===== src/rtl/core/cscan_pkg.sv =====
// shared constants and types for the c-scan request scheduler
package cscan_pkg;

  localparam int MAX_REQUESTS  = 32;
  localparam int CYLINDER_BITS = 16;
  localparam int CYL_W         = 16;
  localparam int SEEK_W        = 18;
  localparam int IDX_W         = (MAX_REQUESTS > 1) ? $clog2(MAX_REQUESTS) : 1;
  localparam int CNT_W         = $clog2(MAX_REQUESTS + 1);
  localparam int ADDR_W        = 3;
  localparam int DATA_W        = 32;

  localparam logic [CYL_W-1:0]  CYL_MASK  = (CYLINDER_BITS >= CYL_W) ? {CYL_W{1'b1}} :
                                            CYL_W'((1 << CYLINDER_BITS) - 1);
  localparam logic [CYL_W-1:0]  TOP_RESET = CYL_W'(199);
  localparam logic [SEEK_W-1:0] SEEK_MAX  = {SEEK_W{1'b1}};

  // register select is paddr bit 2
  localparam logic REG_START = 1'b0;
  localparam logic REG_TOP   = 1'b1;

  typedef enum logic [3:0] {
    ST_IDLE,
    ST_SORT_I,
    ST_SORT_V,
    ST_SORT_CMP,
    ST_SORT_PUT,
    ST_RD_A,
    ST_EV_A,
    ST_TOP,
    ST_ZERO,
    ST_RD_B,
    ST_EV_B
  } state_t;

  typedef enum logic [1:0] {
    RA_I,
    RA_IM1,
    RA_JM2,
    RA_K
  } rd_sel_t;

  typedef struct packed {
    logic    load;
    logic    sort_init;
    rd_sel_t rd_sel;
    logic    latch_v;
    logic    shift;
    logic    put_v;
    logic    scan_init;
    logic    count_low;
    logic    k_inc;
    logic    k_clr;
    logic    emit_entry;
    logic    emit_top;
    logic    emit_zero;
    logic    last;
    logic    finish;
  } ctrl_cmd_t;

  typedef struct packed {
    logic i_done;
    logic j_is_one;
    logic gt;
    logic ge_start;
    logic k_last_a;
    logic k_last_b;
    logic low_seen;
  } dp_status_t;

endpackage


===== src/rtl/core/cscan_dp.sv =====
// request store, sort and scan counters, seek accumulator and result registers
module cscan_dp import cscan_pkg::*; (
  input  logic              clk,
  input  logic              rst,
  input  ctrl_cmd_t         cmd,
  input  logic [CYL_W-1:0]  cylinder,
  input  logic [CYL_W-1:0]  start_cylinder,
  input  logic [CYL_W-1:0]  top_cylinder,
  output dp_status_t        status,
  output logic              result_valid,
  output logic [CYL_W-1:0]  position,
  output logic [SEEK_W-1:0] seek_total,
  output logic              boundary_move,
  output logic              overflow,
  output logic              last_of_run
);

  logic [CYL_W-1:0]  mem [MAX_REQUESTS];
  logic [CYL_W-1:0]  rdata;
  logic [CYL_W-1:0]  v;
  logic [CNT_W-1:0]  i;
  logic [IDX_W-1:0]  j;
  logic [IDX_W-1:0]  k;
  logic [CNT_W-1:0]  count;
  logic [CNT_W-1:0]  split;
  logic [CYL_W-1:0]  head;
  logic [SEEK_W-1:0] seek;
  logic              dropped;

  logic [IDX_W-1:0]  raddr;
  logic [IDX_W-1:0]  waddr;
  logic [CYL_W-1:0]  wdata;
  logic              we;
  logic              has_room;
  logic              emit;
  logic [CYL_W-1:0]  target;
  logic [CYL_W-1:0]  move_len;
  logic [SEEK_W:0]   seek_sum;
  logic [SEEK_W-1:0] seek_sat;

  assign has_room = count < CNT_W'(MAX_REQUESTS);
  assign emit     = cmd.emit_entry | cmd.emit_top | cmd.emit_zero;

  always_comb begin
    unique case (cmd.rd_sel)
      RA_I:    raddr = i[IDX_W-1:0];
      RA_IM1:  raddr = IDX_W'(i - CNT_W'(1));
      RA_JM2:  raddr = j - IDX_W'(2);
      RA_K:    raddr = k;
      default: raddr = k;
    endcase
  end

  // one write a cycle: load, sort shift or insert
  always_comb begin
    we    = 1'b0;
    waddr = j;
    wdata = v;
    priority if (cmd.load) begin
      we    = has_room;
      waddr = count[IDX_W-1:0];
      wdata = cylinder & CYL_MASK;
    end else if (cmd.shift) begin
      we    = 1'b1;
      wdata = rdata;
    end else if (cmd.put_v) begin
      we    = 1'b1;
    end
  end

  always_ff @(posedge clk) begin
    if (we) begin
      mem[waddr] <= wdata;
    end
    rdata <= mem[raddr];
  end

  always_comb begin
    priority if (cmd.emit_top) begin
      target = top_cylinder;
    end else if (cmd.emit_zero) begin
      target = '0;
    end else begin
      target = rdata;
    end
  end

  assign move_len = (head > target) ? head - target : target - head;
  assign seek_sum = {1'b0, seek} + (SEEK_W + 1)'(move_len);
  assign seek_sat = seek_sum[SEEK_W] ? SEEK_MAX : seek_sum[SEEK_W-1:0];

  always_ff @(posedge clk) begin
    if (rst) begin
      count        <= '0;
      dropped      <= 1'b0;
      i            <= '0;
      j            <= '0;
      k            <= '0;
      split        <= '0;
      head         <= '0;
      seek         <= '0;
      result_valid <= 1'b0;
    end else begin
      result_valid <= emit;
      if (cmd.load) begin
        if (has_room) begin
          count <= count + CNT_W'(1);
        end else begin
          dropped <= 1'b1;
        end
      end
      if (cmd.sort_init) begin
        i <= CNT_W'(1);
      end
      if (cmd.latch_v) begin
        j <= i[IDX_W-1:0];
      end
      if (cmd.shift) begin
        j <= j - IDX_W'(1);
      end
      if (cmd.put_v) begin
        i <= i + CNT_W'(1);
      end
      if (cmd.scan_init) begin
        k     <= '0;
        split <= '0;
        head  <= start_cylinder;
        seek  <= '0;
      end
      if (cmd.count_low) begin
        split <= split + CNT_W'(1);
      end
      if (cmd.k_inc) begin
        k <= k + IDX_W'(1);
      end
      if (cmd.k_clr) begin
        k <= '0;
      end
      // the last move of a batch clears the running total
      if (emit) begin
        head <= target;
        seek <= cmd.finish ? '0 : seek_sat;
      end
      // end of batch: head keeps its place
      if (cmd.finish) begin
        count   <= '0;
        dropped <= 1'b0;
      end
    end
  end

  always_ff @(posedge clk) begin
    if (cmd.latch_v) begin
      v <= rdata;
    end
    if (emit) begin
      position      <= target;
      seek_total    <= seek_sat;
      boundary_move <= cmd.emit_top | cmd.emit_zero;
      overflow      <= dropped;
      last_of_run   <= cmd.last;
    end
  end

  assign status.i_done   = i >= count;
  assign status.j_is_one = j == IDX_W'(1);
  assign status.gt       = rdata > v;
  assign status.ge_start = rdata >= start_cylinder;
  assign status.k_last_a = CNT_W'(k) == count - CNT_W'(1);
  assign status.k_last_b = CNT_W'(k) == split - CNT_W'(1);
  assign status.low_seen = split != '0;

  a_count_max: assert property (@(posedge clk) disable iff (rst)
    count <= CNT_W'(MAX_REQUESTS))
    else $error("request count above store depth");

  a_split_in_count: assert property (@(posedge clk) disable iff (rst)
    cmd.emit_entry |-> split <= count)
    else $error("low request count above batch size");

endmodule


===== src/rtl/core/cscan_ctrl.sv =====
// sequencer for loading, insertion sort and the two scan passes
module cscan_ctrl import cscan_pkg::*; (
  input  logic       clk,
  input  logic       rst,
  input  logic       start,
  input  logic       final_request,
  input  dp_status_t status,
  output ctrl_cmd_t  cmd,
  output logic       busy
);

  state_t state;
  state_t state_next;

  always_ff @(posedge clk) begin
    if (rst) begin
      state <= ST_IDLE;
    end else begin
      state <= state_next;
    end
  end

  always_comb begin
    state_next = state;
    unique case (state)
      ST_IDLE: begin
        if (start && final_request) begin
          state_next = ST_SORT_I;
        end
      end
      ST_SORT_I: begin
        state_next = status.i_done ? ST_RD_A : ST_SORT_V;
      end
      ST_SORT_V: begin
        state_next = ST_SORT_CMP;
      end
      ST_SORT_CMP: begin
        if (!status.gt) begin
          state_next = ST_SORT_I;
        end else if (status.j_is_one) begin
          state_next = ST_SORT_PUT;
        end
      end
      ST_SORT_PUT: begin
        state_next = ST_SORT_I;
      end
      ST_RD_A: begin
        state_next = ST_EV_A;
      end
      ST_EV_A: begin
        if (!status.k_last_a) begin
          state_next = ST_RD_A;
        end else if (!status.ge_start || status.low_seen) begin
          state_next = ST_TOP;
        end else begin
          state_next = ST_IDLE;
        end
      end
      ST_TOP: begin
        state_next = ST_ZERO;
      end
      ST_ZERO: begin
        state_next = ST_RD_B;
      end
      ST_RD_B: begin
        state_next = ST_EV_B;
      end
      ST_EV_B: begin
        state_next = status.k_last_b ? ST_IDLE : ST_RD_B;
      end
      default: begin
        state_next = ST_IDLE;
      end
    endcase
  end

  always_comb begin
    cmd        = '0;
    cmd.rd_sel = RA_K;
    busy       = 1'b1;
    unique case (state)
      ST_IDLE: begin
        busy          = 1'b0;
        cmd.load      = start;
        cmd.sort_init = start && final_request;
      end
      ST_SORT_I: begin
        cmd.rd_sel    = RA_I;
        cmd.scan_init = status.i_done;
      end
      ST_SORT_V: begin
        cmd.latch_v = 1'b1;
        cmd.rd_sel  = RA_IM1;
      end
      ST_SORT_CMP: begin
        if (status.gt) begin
          cmd.shift  = 1'b1;
          cmd.rd_sel = RA_JM2;
        end else begin
          cmd.put_v = 1'b1;
        end
      end
      ST_SORT_PUT: begin
        cmd.put_v = 1'b1;
      end
      ST_RD_A: begin
        cmd.rd_sel = RA_K;
      end
      ST_EV_A: begin
        // sorted store: every low request comes before the first emitted one
        cmd.emit_entry = status.ge_start;
        cmd.count_low  = !status.ge_start;
        cmd.last       = status.k_last_a && !status.low_seen;
        cmd.k_inc      = !status.k_last_a;
        cmd.finish     = status.k_last_a && status.ge_start && !status.low_seen;
      end
      ST_TOP: begin
        cmd.emit_top = 1'b1;
        cmd.k_clr    = 1'b1;
      end
      ST_ZERO: begin
        cmd.emit_zero = 1'b1;
      end
      ST_RD_B: begin
        cmd.rd_sel = RA_K;
      end
      ST_EV_B: begin
        cmd.emit_entry = 1'b1;
        cmd.last       = status.k_last_b;
        cmd.k_inc      = !status.k_last_b;
        cmd.finish     = status.k_last_b;
      end
      default: begin
        busy = 1'b1;
      end
    endcase
  end

  a_put_after_cmp: assert property (@(posedge clk) disable iff (rst)
    state == ST_SORT_PUT |-> $past(state) == ST_SORT_CMP)
    else $error("insert at slot zero without a shift before it");

  a_wrap_after_top: assert property (@(posedge clk) disable iff (rst)
    state == ST_TOP |=> state == ST_ZERO)
    else $error("top edge move not followed by the wrap");

endmodule


===== src/rtl/core/cscan_disk_request_scheduler.sv =====
// c-scan scheduler top: register port, sequencer and datapath
// loading: one request per cycle, busy stays low until the final request
// sort: insertion sort over the one-read-port store, states SORT_I, SORT_V and SORT_CMP per request
// service: upper pass reads each stored request (RD_A, EV_A); top, wrap and low ones (RD_B, EV_B) follow
// each result strobes one cycle; top and wrap come back to back
// sync reset clears counts, flags, head, seek and registers (start 0, top 199); store not cleared
module cscan_disk_request_scheduler import cscan_pkg::*; (
  input  logic              clk,
  input  logic              rst,
  input  logic              start,
  output logic              busy,
  input  logic [CYL_W-1:0]  cylinder,
  input  logic              final_request,
  output logic              result_valid,
  output logic [CYL_W-1:0]  position,
  output logic [SEEK_W-1:0] seek_total,
  output logic              boundary_move,
  output logic              overflow,
  output logic              last_of_run,
  input  logic              psel,
  input  logic              penable,
  input  logic              pwrite,
  input  logic [ADDR_W-1:0] paddr,
  input  logic [DATA_W-1:0] pwdata,
  output logic [DATA_W-1:0] prdata,
  output logic              pready
);

  logic [CYL_W-1:0] start_cylinder;
  logic [CYL_W-1:0] top_cylinder;
  logic             reg_wr;
  ctrl_cmd_t        cmd;
  dp_status_t       status;

  assign pready = 1'b1;
  assign reg_wr = psel && penable && pwrite && pready;

  always_ff @(posedge clk) begin
    if (rst) begin
      start_cylinder <= '0;
      top_cylinder   <= TOP_RESET;
    end else if (reg_wr) begin
      unique case (paddr[2])
        REG_START: start_cylinder <= pwdata[CYL_W-1:0];
        REG_TOP:   top_cylinder   <= pwdata[CYL_W-1:0];
        default:   start_cylinder <= start_cylinder;
      endcase
    end
  end

  always_comb begin
    unique case (paddr[2])
      REG_START: prdata = DATA_W'(start_cylinder);
      REG_TOP:   prdata = DATA_W'(top_cylinder);
      default:   prdata = '0;
    endcase
  end

  cscan_ctrl u_ctrl (
    .clk           (clk),
    .rst           (rst),
    .start         (start),
    .final_request (final_request),
    .status        (status),
    .cmd           (cmd),
    .busy          (busy)
  );

  cscan_dp u_dp (
    .clk            (clk),
    .rst            (rst),
    .cmd            (cmd),
    .cylinder       (cylinder),
    .start_cylinder (start_cylinder),
    .top_cylinder   (top_cylinder),
    .status         (status),
    .result_valid   (result_valid),
    .position       (position),
    .seek_total     (seek_total),
    .boundary_move  (boundary_move),
    .overflow       (overflow),
    .last_of_run    (last_of_run)
  );

  a_mid_run_busy: assert property (@(posedge clk) disable iff (rst)
    result_valid && !last_of_run |-> busy)
    else $error("block idle while a batch is still being served");

  a_quiet_after_last: assert property (@(posedge clk) disable iff (rst)
    result_valid && last_of_run |=> !result_valid)
    else $error("item after the last position of a batch");

endmodule

===== config.mk =====
export PLATFORM = sky130hd
export DESIGN_NAME = cscan_disk_request_scheduler
export DESIGN_NICKNAME = d
export VERILOG_FILES = /design/src/rtl/core/cscan_pkg.sv /design/src/rtl/core/cscan_dp.sv /design/src/rtl/core/cscan_ctrl.sv /design/src/rtl/core/cscan_disk_request_scheduler.sv
export SDC_FILE = /design/constraint.sdc
export NUM_CORES = 1
export LEC_CHECK = 0
export BUFFER_PORTS_ARGS = -buffer_cell sky130_fd_sc_hd__buf_2
export CORE_UTILIZATION = 62
export CTS_CLUSTER_SIZE = 30
export DETAILED_ROUTE_END_ITERATION = 6
export PLACE_DENSITY = 0.8
export SYNTH_ARGS = -nofsm -noshare
export SYNTH_HDL_FRONTEND = slang
export SYNTH_HIERARCHICAL = 1
export SYNTH_SLANG_ARGS = --single-unit

===== constraint.sdc =====
create_clock -name clk -period 7.4 [get_ports clk]
set_clock_uncertainty 0.05 [all_clocks]
set_input_delay 0.74 -clock clk [delete_from_list [all_inputs] [get_ports clk]]
set_output_delay 0.74 -clock clk [all_outputs]
set_load 0.05 [all_outputs]

Word-level counts from Yosys, hierarchy flattened. Memories as Yosys holds them, arrays and structs flattened. A register that Yosys moved wholly into a read port is not among the register bits. Index checks and enable logic that the tools add are counted.

Input bits: 58. Memories kept: 1. Word-level logic and storage cells: 136. Bits in writable memories: 512. Register bits: 153.

Bitwise operators: 5. Add/sub/neg operators: 12. Muxes and demuxes: 51. Reductions and logical operators: 26. $lt $le $gt $ge: 5. Eq/ne operators: 18.

Memories: u_dp.mem (words 32, width 16, read ports 1, clocked after Yosys merged registers in 1, write ports 1, RTL line cscan_dp.sv:18) `logic [CYL_W-1:0] mem [MAX_REQUESTS];`.

Operators by type and width (count): $mux W16 (7); $mux W18 (4); $pmux W32 S2 (1); $pmux W4 S11 (1); $gt A16 B16 Y1 (2); $sub A16 B16 Y16 (2); $mux W5 (5); $mux W6 (4); $mux W4 (5); $pmux W5 S4 (1); $add A18 B16 Y19 (1); $add A6 B1 Y6 const B (3); $eq A4 B3 Y1 const B (4); $ge A16 B16 Y1 (1); $mux W1 (15); $eq A4 B4 Y1 const B (3); $eq A5 B6 Y1 (2); $sub A6 B1 Y6 const B (2); $reduce_and A2 Y1 (5); $reduce_bool A2 Y1 (5); $sub A5 B1 Y5 const B (2); $eq A4 B2 Y1 const B (2); $ge A6 B6 Y1 (1); $logic_and A1 B1 Y1 (6); other kinds (22) (33).

Depth between registers and ports, before layout.
Depth after elaboration: 10. Gate-level depth with buffers: 27. Depth with buffers taken out: 23.

Hierarchy. The synthesis kept the hierarchy.

By module, submodules not included: cscan_dp (instances 1, cells an instance 1847, area an instance 28369.7 um^2); cscan_disk_request_scheduler (instances 1, cells an instance 165, area an instance 1710.4 um^2); cscan_ctrl (instances 1, cells an instance 67, area an instance 476.7 um^2).

Worst setup path after synthesis. No wires, ideal clock.

Kind: flip-flop to flip-flop. From: register u_ctrl.state[0]. To: register u_dp.seek[0]. Clock period less this slack: 5920 ps. Path buffers: 5. Setup slack: 1480 ps. Data arrival time: 5753 ps. Stages on the path, launching flop included: 26. Data required time: 7233 ps. Path through: dfxtp_1 buf_2 nand2b_1 nor3_1 nor2_1 buf_2 buf_1 a22oi_1 inv_1 ha_1 buf_6 a211o_1 or4b_4 a221oi_4 o31ai_4 mux2_2 xor2_1 ha_1 a21oi_1 o211ai_1 a311oi_1 a211oi_1 o211a_1 clkbuf_1 or2_2 a22o_1.

RTL lines: start: declaration (RTL line cscan_ctrl.sv:12) `state_t state;`; start signal: assignment (RTL line cscan_ctrl.sv:19) `state <= state_next;`; end signal: assignment (RTL line cscan_dp.sv:142) `seek <= cmd.finish ? '0 : seek_sat;`; end: declaration (RTL line cscan_dp.sv:27) `logic [SEEK_W-1:0] seek;`.

==> out/metrics.cfg <==
[setup_path]
criticalPathCategory=reg2reg
cp-start-kind=flip-flop
crit_buf_inv=3
cp_slowest_cell=dfxtp_1
ff2ff_setup_slack_ps=520
worstPathMaxFanout=25
required_ps=7850
r2r_cells=21
endpoint_kind=flip-flop
path_delay_family=compound AO/OA/AOI/OAI gates
cp_cell_sequence=and2b_1 -> nand3_1 -> inv_1 -> buf_4 -> a22oi_1 -> inv_1 -> ha_1 -> a211o_1 -> or4b_4 -> a221oi_4 -> o31ai_4 -> mux2_2 -> xor2_1 -> ha_1 -> a21oi_1 -> o211ai_1 -> a311oi_1 -> a211oi_1 -> o211a_1 -> or2_2 -> a22o_1
crit_path_end=u_dp/seek[4]$_SDFFE_PP0P_
crit_start=u_ctrl/state[3]$_SDFFE_PP0P_
arrival_ps=7340
worst_r2r_endpoint=u_dp/seek[4]$_SDFFE_PP0P_
slowest_delay_ps=600
path_depth=21
rr_startpoint=u_ctrl/state[3]$_SDFFE_PP0P_

[clocking]
cts_tree=yes
cts-resized-gates=0
path_clk_slew_ps=60
ctsHoldBuffers=0
cts_made_buffers=69
clockBufferDepth=3
cts_setup_buffers=0
clock-root-buffer=clkbuf_16
cts_sinks=681
cts.htree.levels=3
clk_latency_ps=630

[drt]
drt_pass1_iterations=5
ant_nets=0
vias=18884
drc_errors=0
routed_via_density=6.52
wirelength_mm=76.7
wl_per_cell_um=26.5
drt-initial-drc-count=1790

[die]
dieWidth_um=224
die_y_um=224
ioPinCount=130
die_area_um2=50200
start_util_pct=63.5
coreArea_um2=48100
fp-row-count=80

[sta]
tightest_slew_ps=1470
whs_ps=350
post-route-min-period_ps=6880
rsz0062_at_grt=false
setup_viol=0
timing.setup.tns_ps=0
fmax_ghz=0.145
hold_violations=0
relSlewSlack_pct=1.97
fin_crit_sh_pct=93.0
slew_viol_final=0

[synth]
synth_simple_gate_area_share_pct=7.27
ys_top_cells_by_count=edfxtp_1 (565), mux4_2 (128), nor2_1 (119), dfxtp_1 (116), nand2_1 (107)
synthMuxAreaShare_pct=12.3
synth_area_per_cell_um2=14.7
synth_warnings=6
syn-instance-count=2079
synthAdderAreaFrac_pct=4.06
yosys-top-cells-area=edfxtp_1 (56%), mux4_2 (9.4%), dfxtp_1 (7.6%), ha_1 (3.9%), mux2i_1 (2.1%)
synth.distinct_cells=78
synth_top_family_by_area=multiplexers
yosys_register_bits=681
synthArstFlopShare_pct=0
synthXorXnorAreaFrac_pct=1.40
yosys.area.top_type=edfxtp_1
yosysSeqAreaShare_pct=63.1
synth_compound_area_share_pct=8.70
synth_top_area_share_pct=55.5
synth_edf_count=565
syn-cell-area_um2=30600
ys.flop_type=edfxtp_1
yosysMostFrequentCell=edfxtp_1

[placed_design]
place_congestion=0.915
dp.final_hpwl_mm=46.8
io_buffers=94

[grt]
grt_util_met1_pct=38.4
track_usage_pct=30.9
grt_pass1_wl_mm=114
grt_pass1_vias=18938
use_met3_pct=6.22
grt_max_degree=129
met2_usage_pct=51.4
grt_antenna_before_repair=0
grt.busiest_layer=met2
grt_overflow_total=0

[run]
cap_violations=0

[final_layout]
fill_cells=2973
num_antenna_cells=0
final_nets=2338
drive_above_1_share_pct=20.1
syn2layout_area_growth_pct=11.9

[power_and_ir_drop]
vdd_drop_max_uv=396
p_leak_nw=11.8
power_density_nw_per_um2=331

[worst_hold_path]
hp-class=in2reg

[outcome]
status=complete, no violations

[worst reg2reg max path: stages (launching register included)]
cell and delay [ps]:
dfxtp_1 600, and2b_1 310, nand3_1 130, inv_1 60, buf_4 220, a22oi_1 330
inv_1 100, ha_1 440, a211o_1 340, or4b_4 510, a221oi_4 430, o31ai_4 290
mux2_2 360, xor2_1 260, ha_1 340, a21oi_1 290, o211ai_1 140, a311oi_1 400
a211oi_1 160, o211a_1 400, or2_2 380, a22o_1 210
[area by class of cell]
type                    count  area [um^2]  share of cell area (%)
clock buffers              94         1970                    5.75
clock inverters            34          413                    1.21
inverters                  91          342                   0.999
multi-input cells        1198        10500                    30.7
flip-flops and latches    681        19300                    56.4
repair buffers            141          856                    2.50
well taps                 656          821                    2.40
[metrics by stage]
stage / instances / power (W) / setup slack (ps) / utilization, % / area (um^2)
after floorplan: 2094 / 0.00681 / 1480 / - / 30600
final: 2895 / 0.0113 / 517 / 71.0 / 34200
after global placement: 2766 / 0.00761 / 767 / 66.0 / 31800
after global routing: 2895 / 0.0117 / 146 / 71.0 / 34200
after CTS: 2894 / 0.0113 / 557 / 71.0 / 34200
after detailed placement: 2766 / 0.00769 / 622 / 66.0 / 31800
[per-layer routing]
metal,routed length [um],part of all wire (%),vias up
met5,0,0,-
met4,4230,5.5,0
met3,6060,7.9,236
met2,37800,49,955
met1,28600,37,9431
li1,-,-,8262
[worst min-delay path by stage]
stage | cells past startpoint | slack, ps | startpoint | end
2_1_floorplan | 0 | 360 | u_dp/dropped$_SDFFE_PP0P_ | u_dp/overflow$_DFFE_PN_
5_1_grt | 3 | 360 | pwdata[2] | start_cylinder[2]$_SDFFE_PP0P_
4_1_cts | 3 | 330 | pwdata[2] | start_cylinder[2]$_SDFFE_PP0P_
6_report | 3 | 350 | pwdata[2] | start_cylinder[2]$_SDFFE_PP0P_
3_5_place_dp | 1 | 420 | u_dp/seek[2]$_SDFFE_PP0P_ | u_dp/seek[2]$_SDFFE_PP0P_
3_3_place_gp | 1 | 420 | u_dp/seek[2]$_SDFFE_PP0P_ | u_dp/seek[2]$_SDFFE_PP0P_
[where the power goes]
part           switching [W]  internal [W]
combinational        0.00190       0.00122
clock                0.00150       0.00213
sequential          0.000139       0.00444
[registers in the layout, summed over array words and instances, names as in the netlist, 16 cells and up]
signal / flops
start_cylinder: 16
top_cylinder: 16
u_dp/head: 16
u_dp/mem: 512
u_dp/position: 16
u_dp/rdata: 16
u_dp/seek: 18
u_dp/seek_total: 18
u_dp/v: 16
[cells by family after synthesis]
kind of cell,after synthesis
compound gates,383
xor+xnor,49
flops,681
fa+ha+maj,98
other cells,2
buf+inv,215
simple gates,439
mux,212
[layout by cell type, fill, tap and decap left out, types with 8 or more instances in the layout]
master / n
a211oi_1: 39
a21o_1: 32
a21oi_1: 52
a22o_1: 20
a22oi_1: 17
a31oi_1: 9
buf_2: 94
buf_4: 44
clkbuf_1: 15
clkbuf_16: 73
clkinv_1: 10
clkinv_2: 8
conb_1: 17
dfxtp_1: 116
edfxtp_1: 565
ha_1: 96
inv_1: 90
mux2_2: 20
mux2i_1: 64
mux4_2: 128
nand2_1: 107
nand2b_1: 66
nand3_1: 29
nand4_1: 8
nor2_1: 104
nor2_2: 16
nor2b_1: 14
nor3_1: 19
nor4_1: 21
o211a_1: 16
o21a_1: 10
o21ai_0: 43
o21ai_2: 15
o22ai_1: 64
o31ai_1: 8
or2_2: 8
xnor2_1: 29
xor2_1: 20
No activity file was read; power rests on OpenSTA's default activity.
